## src/hw/rtl/assert_macros.svh

```systemverilog
// Concurrent assertion helpers. Each expects clk and rst_n in scope.
`ifndef ASSERT_MACROS_SVH
`define ASSERT_MACROS_SVH

// Condition holds at every clock edge outside reset.
`define DMR_ASSERT_ALWAYS(lbl, cond, msg) \
  lbl: assert property (@(posedge clk) disable iff (!rst_n) (cond)) else $error(msg);

// Antecedent at one edge implies the consequent at the next edge.
`define DMR_ASSERT_NEXT(lbl, ante, cons, msg) \
  lbl: assert property (@(posedge clk) disable iff (!rst_n) (ante) |=> (cons)) \
    else $error(msg);

`endif

```

## src/hw/rtl/dmr_pkg.sv

```systemverilog
`default_nettype none

package dmr_pkg;

  localparam int MAX_ITEMS      = 8;
  localparam int MAX_ITEM_CHARS = 16;

  localparam int ITEM_IDX_W = $clog2(MAX_ITEMS);
  localparam int CHAR_IDX_W = $clog2(MAX_ITEM_CHARS);
  localparam int CNT_W      = ITEM_IDX_W + 1;
  localparam int POS_W      = CHAR_IDX_W + 1;
  localparam int ADDR_W     = ITEM_IDX_W + CHAR_IDX_W;
  localparam int CFG_IDX_W  = 2;

  // opcodes
  localparam logic [1:0] OP_PUSH  = 2'd0;
  localparam logic [1:0] OP_READ  = 2'd1;
  localparam logic [1:0] OP_RESET = 2'd2;
  localparam logic [1:0] OP_NOP   = 2'd3;

  // parser states
  localparam logic [1:0] ST_IDLE = 2'd0;
  localparam logic [1:0] ST_RECV = 2'd1;
  localparam logic [1:0] ST_HELD = 2'd2;

  // error codes
  localparam logic [1:0] ERR_NONE     = 2'd0;
  localparam logic [1:0] ERR_ILLEGAL  = 2'd1;
  localparam logic [1:0] ERR_ITEM_LEN = 2'd2;
  localparam logic [1:0] ERR_MSG_LEN  = 2'd3;

  // configuration register indexes
  localparam logic [CFG_IDX_W-1:0] CFG_START = 2'd0;
  localparam logic [CFG_IDX_W-1:0] CFG_STOP  = 2'd1;
  localparam logic [CFG_IDX_W-1:0] CFG_SEP   = 2'd2;

  localparam logic [7:0] START_RST = 8'd60;
  localparam logic [7:0] STOP_RST  = 8'd62;
  localparam logic [7:0] SEP_RST   = 8'd44;

  localparam logic [7:0] CH_SPACE   = 8'd32;
  localparam logic [7:0] CH_NEWLINE = 8'd10;

  typedef struct packed {
    logic [1:0]            opcode;
    logic [7:0]            data_byte;
    logic [ITEM_IDX_W-1:0] item_index;
    logic [CHAR_IDX_W-1:0] char_index;
  } dmr_in_t;

  typedef struct packed {
    logic             message_ready;
    logic [CNT_W-1:0] item_count;
    logic [1:0]       error_code;
    logic [1:0]       parser_state;
    logic [7:0]       char_out;
  } dmr_out_t;

endpackage

`default_nettype wire

```

## src/hw/rtl/dmr_if.sv

```systemverilog
`default_nettype none

interface dmr_in_if import dmr_pkg::*; ();
  logic    valid;
  logic    ready;
  dmr_in_t payload;

  modport source (output valid, output payload, input ready);
  modport sink   (input valid, input payload, output ready);
endinterface

interface dmr_out_if import dmr_pkg::*; ();
  logic     valid;
  logic     ready;
  dmr_out_t payload;

  modport source (output valid, output payload, input ready);
  modport sink   (input valid, input payload, output ready);
endinterface

`default_nettype wire

```

## src/hw/rtl/delimited_message_receiver.sv

```systemverilog
// Channel   Dir  Payload
// in_chan   in   opcode, data_byte, item_index, char_index
// out_chan  out  message_ready, item_count, error_code, parser_state, char_out
// cfg_*     in   write enable, register index, 8-bit data
//
// One item per cycle while out_chan is not stalled; each result appears in the cycle after its item is taken.
// The parser state and the character store update at the accepting edge; the
// store read for a read op is registered at that same edge beside the status.
// A stalled result holds in the output register and in_chan.ready drops.
// Reset is synchronous; the character store and item lengths are not cleared.
`default_nettype none

module delimited_message_receiver
  import dmr_pkg::*;
(
  input  logic                 clk,
  input  logic                 rst_n,
  input  logic                 cfg_we,
  input  logic [CFG_IDX_W-1:0] cfg_index,
  input  logic [7:0]           cfg_data,
  dmr_in_if.sink               in_chan,
  dmr_out_if.source            out_chan
);

`include "assert_macros.svh"

  logic [7:0] start_char_r, stop_char_r, sep_char_r;

  logic [1:0]       state_r, state_nxt;
  logic [1:0]       err_r, err_nxt;
  logic [CNT_W-1:0] items_r, items_nxt;
  logic [POS_W-1:0] pos_r, pos_nxt;

  logic [7:0]       store_mem [2**ADDR_W];
  logic [POS_W-1:0] item_len_r [MAX_ITEMS];

  logic             out_valid_r;
  logic             msg_ready_r;
  logic [CNT_W-1:0] count_r;
  logic [1:0]       err_out_r;
  logic [1:0]       state_out_r;
  logic             rd_ok_r;
  logic [7:0]       rd_data_r;

  logic       accept;
  dmr_in_t    req;
  logic [7:0] b;
  logic       blank;
  logic       store_we;
  logic       len_we;
  logic       rd_ok;

  assign accept        = in_chan.valid && in_chan.ready;
  assign in_chan.ready = !out_valid_r || out_chan.ready;
  assign req           = in_chan.payload;
  assign b             = req.data_byte;
  assign blank         = (b == CH_SPACE) || (b == CH_NEWLINE);

  // configuration
  always_ff @(posedge clk) begin
    if (!rst_n) begin
      start_char_r <= START_RST;
      stop_char_r  <= STOP_RST;
      sep_char_r   <= SEP_RST;
    end else if (cfg_we) begin
      unique case (cfg_index)
        CFG_START: start_char_r <= cfg_data;
        CFG_STOP:  stop_char_r  <= cfg_data;
        CFG_SEP:   sep_char_r   <= cfg_data;
        default: ;
      endcase
    end
  end

  // parser next state
  always_comb begin
    state_nxt = state_r;
    err_nxt   = err_r;
    items_nxt = items_r;
    pos_nxt   = pos_r;
    store_we  = 1'b0;
    len_we    = 1'b0;
    unique case (req.opcode)
      OP_PUSH: begin
        if (state_r == ST_IDLE) begin
          if (b == start_char_r) begin
            state_nxt = ST_RECV;
            err_nxt   = ERR_NONE;
            items_nxt = '0;
            pos_nxt   = '0;
          end else if (!blank) begin
            err_nxt   = ERR_ILLEGAL;
            items_nxt = '0;
            pos_nxt   = '0;
          end
        end else if (state_r == ST_RECV) begin
          priority if (b == start_char_r) begin
            state_nxt = ST_IDLE;
            err_nxt   = ERR_ILLEGAL;
            items_nxt = '0;
            pos_nxt   = '0;
          end else if (b == stop_char_r) begin
            state_nxt = ST_HELD;
            pos_nxt   = '0;
            if (pos_r != '0 && items_r < CNT_W'(MAX_ITEMS)) begin
              len_we    = 1'b1;
              items_nxt = items_r + 1'b1;
            end
          end else if (b == sep_char_r) begin
            priority if (pos_r == '0) begin
              state_nxt = ST_IDLE;
              err_nxt   = ERR_ITEM_LEN;
              items_nxt = '0;
              pos_nxt   = '0;
            end else if (items_r >= CNT_W'(MAX_ITEMS - 1)) begin
              state_nxt = ST_IDLE;
              err_nxt   = ERR_MSG_LEN;
              items_nxt = '0;
              pos_nxt   = '0;
            end else begin
              len_we    = 1'b1;
              items_nxt = items_r + 1'b1;
              pos_nxt   = '0;
            end
          end else if (pos_r >= POS_W'(MAX_ITEM_CHARS)) begin
            state_nxt = ST_IDLE;
            err_nxt   = ERR_ITEM_LEN;
            items_nxt = '0;
            pos_nxt   = '0;
          end else if (!blank && items_r < CNT_W'(MAX_ITEMS)) begin
            store_we = 1'b1;
            pos_nxt  = pos_r + 1'b1;
          end
        end
      end
      OP_RESET: begin
        state_nxt = ST_IDLE;
        err_nxt   = ERR_NONE;
        items_nxt = '0;
        pos_nxt   = '0;
      end
      OP_READ, OP_NOP: ;
      default: ;
    endcase
  end

  assign rd_ok = (req.opcode == OP_READ) && (state_r == ST_HELD)
              && ({1'b0, req.item_index} < items_r)
              && ({1'b0, req.char_index} < item_len_r[req.item_index]);

  always_ff @(posedge clk) begin
    if (!rst_n) begin
      state_r <= ST_IDLE;
      err_r   <= ERR_NONE;
      items_r <= '0;
      pos_r   <= '0;
    end else if (accept) begin
      state_r <= state_nxt;
      err_r   <= err_nxt;
      items_r <= items_nxt;
      pos_r   <= pos_nxt;
    end
  end

  // character store: one write, one registered read
  always_ff @(posedge clk) begin
    if (accept && store_we) begin
      store_mem[{items_r[ITEM_IDX_W-1:0], pos_r[CHAR_IDX_W-1:0]}] <= b;
    end
    if (accept) begin
      rd_data_r <= store_mem[{req.item_index, req.char_index}];
    end
  end

  always_ff @(posedge clk) begin
    if (accept && len_we) begin
      item_len_r[items_r[ITEM_IDX_W-1:0]] <= pos_r;
    end
  end

  // result register
  always_ff @(posedge clk) begin
    if (!rst_n) begin
      out_valid_r <= 1'b0;
    end else if (in_chan.ready) begin
      out_valid_r <= in_chan.valid;
    end
  end

  always_ff @(posedge clk) begin
    if (accept) begin
      msg_ready_r <= (state_nxt == ST_HELD);
      count_r     <= (state_nxt == ST_HELD) ? items_nxt : '0;
      err_out_r   <= err_nxt;
      state_out_r <= state_nxt;
      rd_ok_r     <= rd_ok;
    end
  end

  assign out_chan.valid                 = out_valid_r;
  assign out_chan.payload.message_ready = msg_ready_r;
  assign out_chan.payload.item_count    = count_r;
  assign out_chan.payload.error_code    = err_out_r;
  assign out_chan.payload.parser_state  = state_out_r;
  assign out_chan.payload.char_out      = rd_ok_r ? rd_data_r : 8'd0;

  `DMR_ASSERT_ALWAYS(a_recv_room, (state_r != ST_RECV) || (items_r < CNT_W'(MAX_ITEMS)), "receiving with full item table")
  `DMR_ASSERT_ALWAYS(a_pos_range, pos_r <= POS_W'(MAX_ITEM_CHARS), "char position past item limit")
  `DMR_ASSERT_ALWAYS(a_ready_match, !out_valid_r || (msg_ready_r == (state_out_r == ST_HELD)), "message_ready disagrees with parser_state")
  `DMR_ASSERT_NEXT(a_read_unheld, accept && (state_r != ST_HELD), out_chan.payload.char_out == 8'd0, "read without held message returned data")

endmodule

`default_nettype wire

```

## src/flat_wrapper.sv

```systemverilog
// flat-port wrapper written by rule: the top's interface ports become plain ports
module delimited_message_receiver_flat import dmr_pkg::*;
  (clk, rst_n, cfg_we, cfg_index, cfg_data, in_chan_valid, in_chan_payload, in_chan_ready, out_chan_valid, out_chan_payload, out_chan_ready);
  dmr_in_if in_chan_i ();
  dmr_out_if out_chan_i ();
  input  logic clk;
  input  logic rst_n;
  input  logic cfg_we;
  input  logic [CFG_IDX_W-1:0] cfg_index;
  input  logic [7:0] cfg_data;
  input wire logic [$bits(in_chan_i.valid)-1:0] in_chan_valid;
  input wire logic [$bits(in_chan_i.payload)-1:0] in_chan_payload;
  output wire logic [$bits(in_chan_i.ready)-1:0] in_chan_ready;
  output wire logic [$bits(out_chan_i.valid)-1:0] out_chan_valid;
  output wire logic [$bits(out_chan_i.payload)-1:0] out_chan_payload;
  input wire logic [$bits(out_chan_i.ready)-1:0] out_chan_ready;
  assign in_chan_i.valid = in_chan_valid;
  assign in_chan_i.payload = in_chan_payload;
  assign in_chan_ready = in_chan_i.ready;
  assign out_chan_valid = out_chan_i.valid;
  assign out_chan_payload = out_chan_i.payload;
  assign out_chan_i.ready = out_chan_ready;
  delimited_message_receiver u_core (.clk(clk), .rst_n(rst_n), .cfg_we(cfg_we), .cfg_index(cfg_index), .cfg_data(cfg_data), .in_chan(in_chan_i), .out_chan(out_chan_i));
endmodule
```

## config.mk

```make
export PLATFORM = sky130hd
export DESIGN_NAME = delimited_message_receiver_flat
export DESIGN_NICKNAME = d
export VERILOG_FILES = /design/src/hw/rtl/dmr_pkg.sv /design/src/hw/rtl/dmr_if.sv /design/src/hw/rtl/delimited_message_receiver.sv /design/src/flat_wrapper.sv
export VERILOG_INCLUDE_DIRS = /design/src /design/src/hw/rtl
export SDC_FILE = /design/constraint.sdc
export NUM_CORES = 1
export LEC_CHECK = 0
export BUFFER_PORTS_ARGS = -buffer_cell sky130_fd_sc_hd__buf_2
export CAP_MARGIN = 20
export CORE_MARGIN = 2
export CORE_UTILIZATION = 45
export CTS_BUF_LIST = sky130_fd_sc_hd__clkbuf_4 sky130_fd_sc_hd__clkbuf_8
export DETAILED_ROUTE_END_ITERATION = 16
export GPL_TIMING_DRIVEN = 0
export PLACE_DENSITY = 0.63
export SETUP_SLACK_MARGIN = 0.02
export SLEW_MARGIN = 15
export SYNTH_ARGS = -nofsm -noshare
export SYNTH_HDL_FRONTEND = slang
export SYNTH_SLANG_ARGS = --single-unit
```

## constraint.sdc

```tcl
create_clock -name clk -period 2.96 [get_ports clk]
set_clock_uncertainty 0.05 [all_clocks]
set_input_delay 0.444 -clock clk [delete_from_list [all_inputs] [get_ports clk]]
set_output_delay 0.444 -clock clk [all_outputs]
set_load 0.02 [all_outputs]
```

Word-level counts from Yosys, hierarchy flattened
Memory sizes are Yosys's and may differ from the RTL's. A register that Yosys moved wholly into a read port is not among the register bits.
Cells that the tools add are included.

word-level totals
  register bits = 48
  latch bits = 0
  RAM bits = 1064
  ROM bits = 0
  bits of input ports = 32
  output and inout port bits = 19
  logic and storage cells = 124
  memories = 2

cells by class
  add/sub/neg operators = 2
  multiply operators = 0
  divide/modulo/power cells = 0
  order comparisons = 5
  equality and inequality tests = 15
  shift operators = 0
  mux-type cells = 65
  bitwise gates (word level) = 0
  reductions and logical operators = 22

memories
  memory             words  width  rd ports  clocked after Yosys merged registers in  write ports  line                              text
  u_core.store_mem   128    8      1         1                                        1            delimited_message_receiver.sv:34  logic [7:0] store_mem [2**ADDR_W];
  u_core.item_len_r  8      5      1         0                                        1            delimited_message_receiver.sv:35  logic [POS_W-1:0] item_len_r [MAX_ITEMS];

operator list
  operator             number
  $mux 5               9
  $mux 4               11
  $mux 2               19
  $eq 8x8->1           3
  $mux 1               21
  $pmux 5 s2           1
  $eq 2x2->1 const B   4
  $eq 8x4->1 const B   1
  $eq 8x6->1 const B   1
  $logic_and 1x1->1    8
  $mux 8               1
  $pmux 2 s2           2
  $pmux 4 s2           1
  $ne 7x1->1 const B   1
  $eq 2x1->1 const B   3
  $logic_not 2->1      3
  $reduce_and 2->1     3
  $add 5x1->5 const B  1
  $ge 5x5->1 const B   1
  $logic_not 5->1      1
  $lt 4x5->1           1
  $reduce_and 5->1     1
  $reduce_bool 5->1    1
  $add 4x1->4 const B  1
  8 further kinds      10

Depth between registers and ports, before layout
  depth in word-level cells = 15
  depth in mapped cells = 10
  gate-level depth less buffers = 8

Least setup slack after synthesis
Ideal clock, no wire load.

  path kind = input -> register
  start point = input port in_chan_payload[8]
  end point = memory u_core.store_mem[111][0] (enable)
  setup time = 395 ps
  data arrival time = 2710 ps
  required time = 2515 ps
  setup slack = -195 ps
  stages on the path = 8
  buffers on the path = 2
  cell sequence = xor2_1 -> nor4_2 -> and2_1 -> buf_4 -> nor4_4 -> nand2_1 -> buf_2 -> nor4_1

on the way
  word-level cells in the longest chain between the ends = 15
  elaborated cells on any way between the ends = 19
  those cells by class = eq/ne: 5; mux: 10; reduce/logical: 4

ends and longest elaborated chain
  what                                             line                               text
  start, declared                                  flat_wrapper.sv:12                 input wire logic [$bits(in_chan_i.payload)-1:0] in_chan_payload;
  $eq 8x6->1 / $eq 8x4->1 (equally long branches)  delimited_message_receiver.sv:57   assign blank = (b == CH_SPACE) || (b == CH_NEWLINE);
  $logic_or 1x1->1                                 delimited_message_receiver.sv:57
  $logic_not 1->1                                  n/a
  $logic_and 1x1->1                                delimited_message_receiver.sv:130  end else if (!blank && items_r < CNT_W'(MAX_ITEMS)) begin
  $mux 1                                           delimited_message_receiver.sv:130
  $mux 1                                           delimited_message_receiver.sv:125  end else if (pos_r >= POS_W'(MAX_ITEM_CHARS)) begin
  $mux 1                                           delimited_message_receiver.sv:109  end else if (b == sep_char_r) begin
  $mux 1                                           delimited_message_receiver.sv:102  end else if (b == stop_char_r) begin
  $mux 1 (*)                                       delimited_message_receiver.sv:97   priority if (b == start_char_r) begin
  $mux 1 (*)                                       delimited_message_receiver.sv:96   end else if (state_r == ST_RECV) begin
  $mux 1 (*)                                       delimited_message_receiver.sv:85   if (state_r == ST_IDLE) begin
  $mux 1 (*)                                       delimited_message_receiver.sv:83   unique case (req.opcode)
  $logic_and 1x1->1 (*)                            delimited_message_receiver.sv:167  if (accept && store_we) begin
  $mux 1 (*)                                       delimited_message_receiver.sv:167
  $mux 1 (not written as such) (*)                 delimited_message_receiver.sv:168  store_mem[{items_r[ITEM_IDX_W-1:0], pos_r[CHAR_IDX_W-1:0]}] <= b;
  end, declared                                    delimited_message_receiver.sv:34

Every way passes the cells marked *; elsewhere a longest branch is shown, timed or not.

Worst setup path in the final report
  start point = register u_core.stop_char_r[5]
  end point = memory u_core.store_mem[98][7] (enable)

on the way
  word-level cells in the longest chain between the ends = 9

ends and longest elaborated chain
  what                          line                               text
  start, declared               delimited_message_receiver.sv:27   logic [7:0] start_char_r, stop_char_r, sep_char_r;
  start signal, assigned        delimited_message_receiver.sv:68   CFG_STOP: stop_char_r <= cfg_data;
  $eq 8x8->1                    delimited_message_receiver.sv:102
  $mux 1                        delimited_message_receiver.sv:102
  $mux 1                        delimited_message_receiver.sv:97
  $mux 1                        delimited_message_receiver.sv:96
  $mux 1                        delimited_message_receiver.sv:85
  $mux 1                        delimited_message_receiver.sv:83
  $logic_and 1x1->1             delimited_message_receiver.sv:167
  $mux 1                        delimited_message_receiver.sv:167
  $mux 1 (not written as such)  delimited_message_receiver.sv:168

Every way passes these cells.

==> run_results.csv <==
group,metric,value,unit
worst_setup_path,arrival,3.36,ns
grt,antenna_found_initial,7,
routing,wirelength,119000,um
worst_setup_path,cp.required,3.38,ns
power,p_comb_frac,0.055,
power,p_sw_frac,0.227,
routing,top_layer,"met4",
grt,grt_util_all_layers,0.233,
status,outcome,"finished, final reports clean",
layout,nets,2580,
sta,tightest_slew,1.07,ns
floorplan,fp.dieH,318,um
synthesis,avgSynthCellArea,20.5,um^2
power,pwr_density_cell,600,nW/um^2
sta,drv_slew,0,
routing,via_per_inst,6.09,
sta,setup_viol,0,
power,finalPower,32.2,mW
layout,fin_area,53700,um^2
power,power.share.clock,0.404,
power,p_leak,17.8,nW
clock_tree,clock_latency,0.84,ns
routing,routedWlPerCell,29.9,um
grt,grt_pass1_vias,24100,
clock_tree,numCtsBuffers,179,
floorplan,dieArea,101000,um^2
worst_setup_path,startpoint_type,"register",
worst_setup_path,r2r_slack,0.02,ns
floorplan,core_region_area,97800,um^2
min_path,hold_class,"input pin to register",
sta,tns,0,ns
synthesis,synth_cell_types,62,
synthesis,synth_nets,2193,
floorplan,initial_core_util,0.452,
clock_tree,cts.sinks,1120,
sta,finalHoldViolCount,0,
worst_setup_path,worst-setup-path-type,"register to register",
run,cap_viol_max_count,0,
place,routabilityCongestion,0.960,
synthesis,yosysWarnings,0,
place,dpl_cell_area,46900,um^2
worst_setup_path,end_kind,"register",
grt,grt_max_degree,113,
floorplan,ios,51,
worst_setup_path,worstPathMaxFanout,10,
sta,fin_crit_sh,0.994,
clock_tree,max-clock-path-buffers,3,
power,max-vdd-ir-drop,455,uV
floorplan,die_x,318,um
grt,grt_first_pass_wirelength,169000,um
routing,wl_met1,46000,um
synthesis,syn_inst,2153,
sta,clock.fmax,0.340,GHz
synthesis,synth_ff_type,"edfxtp_1",
place,portBuffers,48,
sta,slew_headroom,0.286,
routing,postRouteAntennaNets,0,
routing,met3_length,10800,um
grt,overflow,0,
worst_setup_path,r2r_cells,10,
power,power_switching,7.30,mW
synthesis,synth-seq-cells,1120,
synthesis,yosysSeqAreaShare,0.752,
sta,rsz0062_at_grt,"yes",
layout,finish.utilization,0.548,
sta,period_needed,2.94,ns
clock_tree,cts_max_level,4,
min_path,min_path_cells,1,
routing,drc_errors,0,
place,dpl.cell_count,3519,
floorplan,std_cell_rows,115,
clock_tree,clkTransAtPathRegs,0.06,ns
clock_tree,cts_tree,"built",
power,seqPwrFrac,0.541,
routing,drt_pre_antenna_iters,6,
routing,vias,24200,
routing,wl_met2,58500,um
layout,area_growth,21.3,%
synthesis,synth_edf_count,1082,
clock_tree,cts-root-buf,"clkbuf_8",
routing,drt_first_iter_violations,3222,
synthesis,netlist_area,44200,um^2
layout,drive_gt1_frac,0.393,
layout,fin_cells,3977,
power,p_int,24.9,mW
place,dp_hpwl,73700,um
layout,fillerInstances,7319,
synthesis,async_flop_share,0,
-- layout make-up --
class / count / area (um^2) / share of cell area
flip-flops and latches: 1120 / 33300 / 0.620
multi-input cells: 889 / 11900 / 0.223
clock buffers: 244 / 2970 / 0.0554
repair buffers: 211 / 2590 / 0.0483
well taps: 1287 / 1610 / 0.0300
plain buffers: 128 / 689 / 0.0128
clock inverters: 81 / 533 / 0.00993
inverters: 11 / 41.3 / 0.000769
diodes: 6 / 15.0 / 0.000280
-- stage by stage --
stage               hold WS [ns]  worst slack (ns)
floorplan                  0.398           -0.0725
global placement           0.412             -3.06
detailed placement         0.418             -1.76
CTS                    0.0000644            -0.149
global route              0.0376           -0.0768
finish                    0.0664            0.0163
-- registers in the layout (all words and copies together) (netlist names) --
signal                 flops
u_core.rd_data_r           8
u_core.sep_char_r          8
u_core.err_out_r           2
u_core.out_chan.valid      1
u_core.state_r             2
u_core.start_char_r        8
u_core.state_out_r         2
u_core.stop_char_r         8
u_core.err_r               2
u_core.count_r             4
u_core.pos_r               5
u_core.items_r             4
u_core.msg_ready_r         1
u_core.item_len_r         40
u_core.rd_ok_r             1
u_core.store_mem        1024
-- critical path: stages, from the launching register on --
cell and delay (ns):
dfxtp_1 0.37, xor2_2 0.18, nor4_4 0.09, and2_1 0.16, buf_4 0.18, nor4_4 0.43
buf_4 0.20, buf_4 0.12, nand4_1 0.14, buf_6 0.25, nor2_2 0.40
-- power groups by stage --
stage	registers, mW	logic [mW]	clock network (mW)
floorplan	17.8	0.879	0
global placement	17.8	1.59	0
detailed placement	17.8	1.68	0
CTS	17.4	1.77	13.2
global route	17.4	1.87	13.9
finish	17.4	1.78	13.0
-- placed cells by master (no fill, tap or decap), types with 11 or more instances in the layout --
cell	instances
clkbuf_1	41
nor3_1	22
nor2_1	29
a21oi_1	23
nand3_1	21
mux2_2	16
dlygate4sd3_1	19
and2_1	11
buf_4	67
edfxtp_1	1082
clkinv_2	16
mux4_2	298
o21ai_0	13
nand2_1	59
clkbuf_8	182
o22ai_1	16
buf_6	17
nor3_4	87
nor2_4	39
dfxtp_1	31
buf_2	75
clkinv_1	48
nand4_1	14
mux2i_1	30
clkbuf_4	72
buf_12	67
a22oi_1	49
a31oi_1	11
clkbuf_2	20
-- cells by family after synthesis --
| family | share of synthesized area |
|---|---|
| AOI/OAI and AO/OA | 0.0245 |
| DFF | 0.752 |
| buffers and inverters | 0.0139 |
| adders and majority gates | 0.00226 |
| and+or+nand+nor | 0.0403 |
| muxes | 0.163 |
| xor gates and xnor gates | 0.00475 |
-- synthesized netlist by cell type, drive strengths merged, types with 6 or more instances --
| library cell | count | area share |
|---|---|---|
| mux2i | 30 | 0.0068 |
| or2 | 6 | 0.00085 |
| nor4 | 8 | 0.0024 |
| clkbuf | 71 | 0.0060 |
| a211oi | 6 | 0.0011 |
| inv | 11 | 0.00093 |
| a21oi | 24 | 0.0027 |
| nand4 | 14 | 0.0020 |
| dfxtp | 38 | 0.017 |
| nand2 | 65 | 0.0055 |
| o221ai | 10 | 0.0020 |
| buf | 62 | 0.0070 |
| xor2 | 16 | 0.0032 |
| o22ai | 16 | 0.0023 |
| nand2b | 6 | 0.00085 |
| nor3 | 111 | 0.013 |
| a22oi | 49 | 0.0083 |
| mux2 | 16 | 0.0041 |
| mux4 | 298 | 0.15 |
| a31oi | 11 | 0.0016 |
| nand3 | 31 | 0.0035 |
| ha | 8 | 0.0023 |
| edfxtp | 1082 | 0.73 |
| xnor2 | 8 | 0.0016 |
| o21ai | 13 | 0.0015 |
| nor2 | 78 | 0.0066 |
| and2 | 11 | 0.0016 |
-- worst paths after layout --
kind                                                          from                                  to
worst min-delay path                           in_chan_payload[10]   u_core.store_mem[30][3]$_DFFE_PP_
worst max register to register  u_core.stop_char_r[5]$_SDFFE_PN1P_   u_core.store_mem[98][7]$_DFFE_PP_
worst min register to register  u_core.stop_char_r[6]$_SDFFE_PN0P_  u_core.stop_char_r[6]$_SDFFE_PN0P_
worst max-delay path            u_core.stop_char_r[5]$_SDFFE_PN1P_   u_core.store_mem[98][7]$_DFFE_PP_
-- repair_timing --
action                                  CTS  global route
endpoints found under the hold margin   268             0
pin swaps                                43            55
hold buffers                             26             0
setup endpoints to repair              1080           947
setup buffers                            46            60
gates resized for setup                 231           100
-- metal layers --
layer | global-route usage | up-vias
met2 | 0.380 | 1381
li1 | - | 9868
met4 | 0.0752 | 0
met5 | 0 | -
met1 | 0.315 | 12800
met3 | 0.0491 | 232
Note: power is estimated with default switching activity, not from simulation.
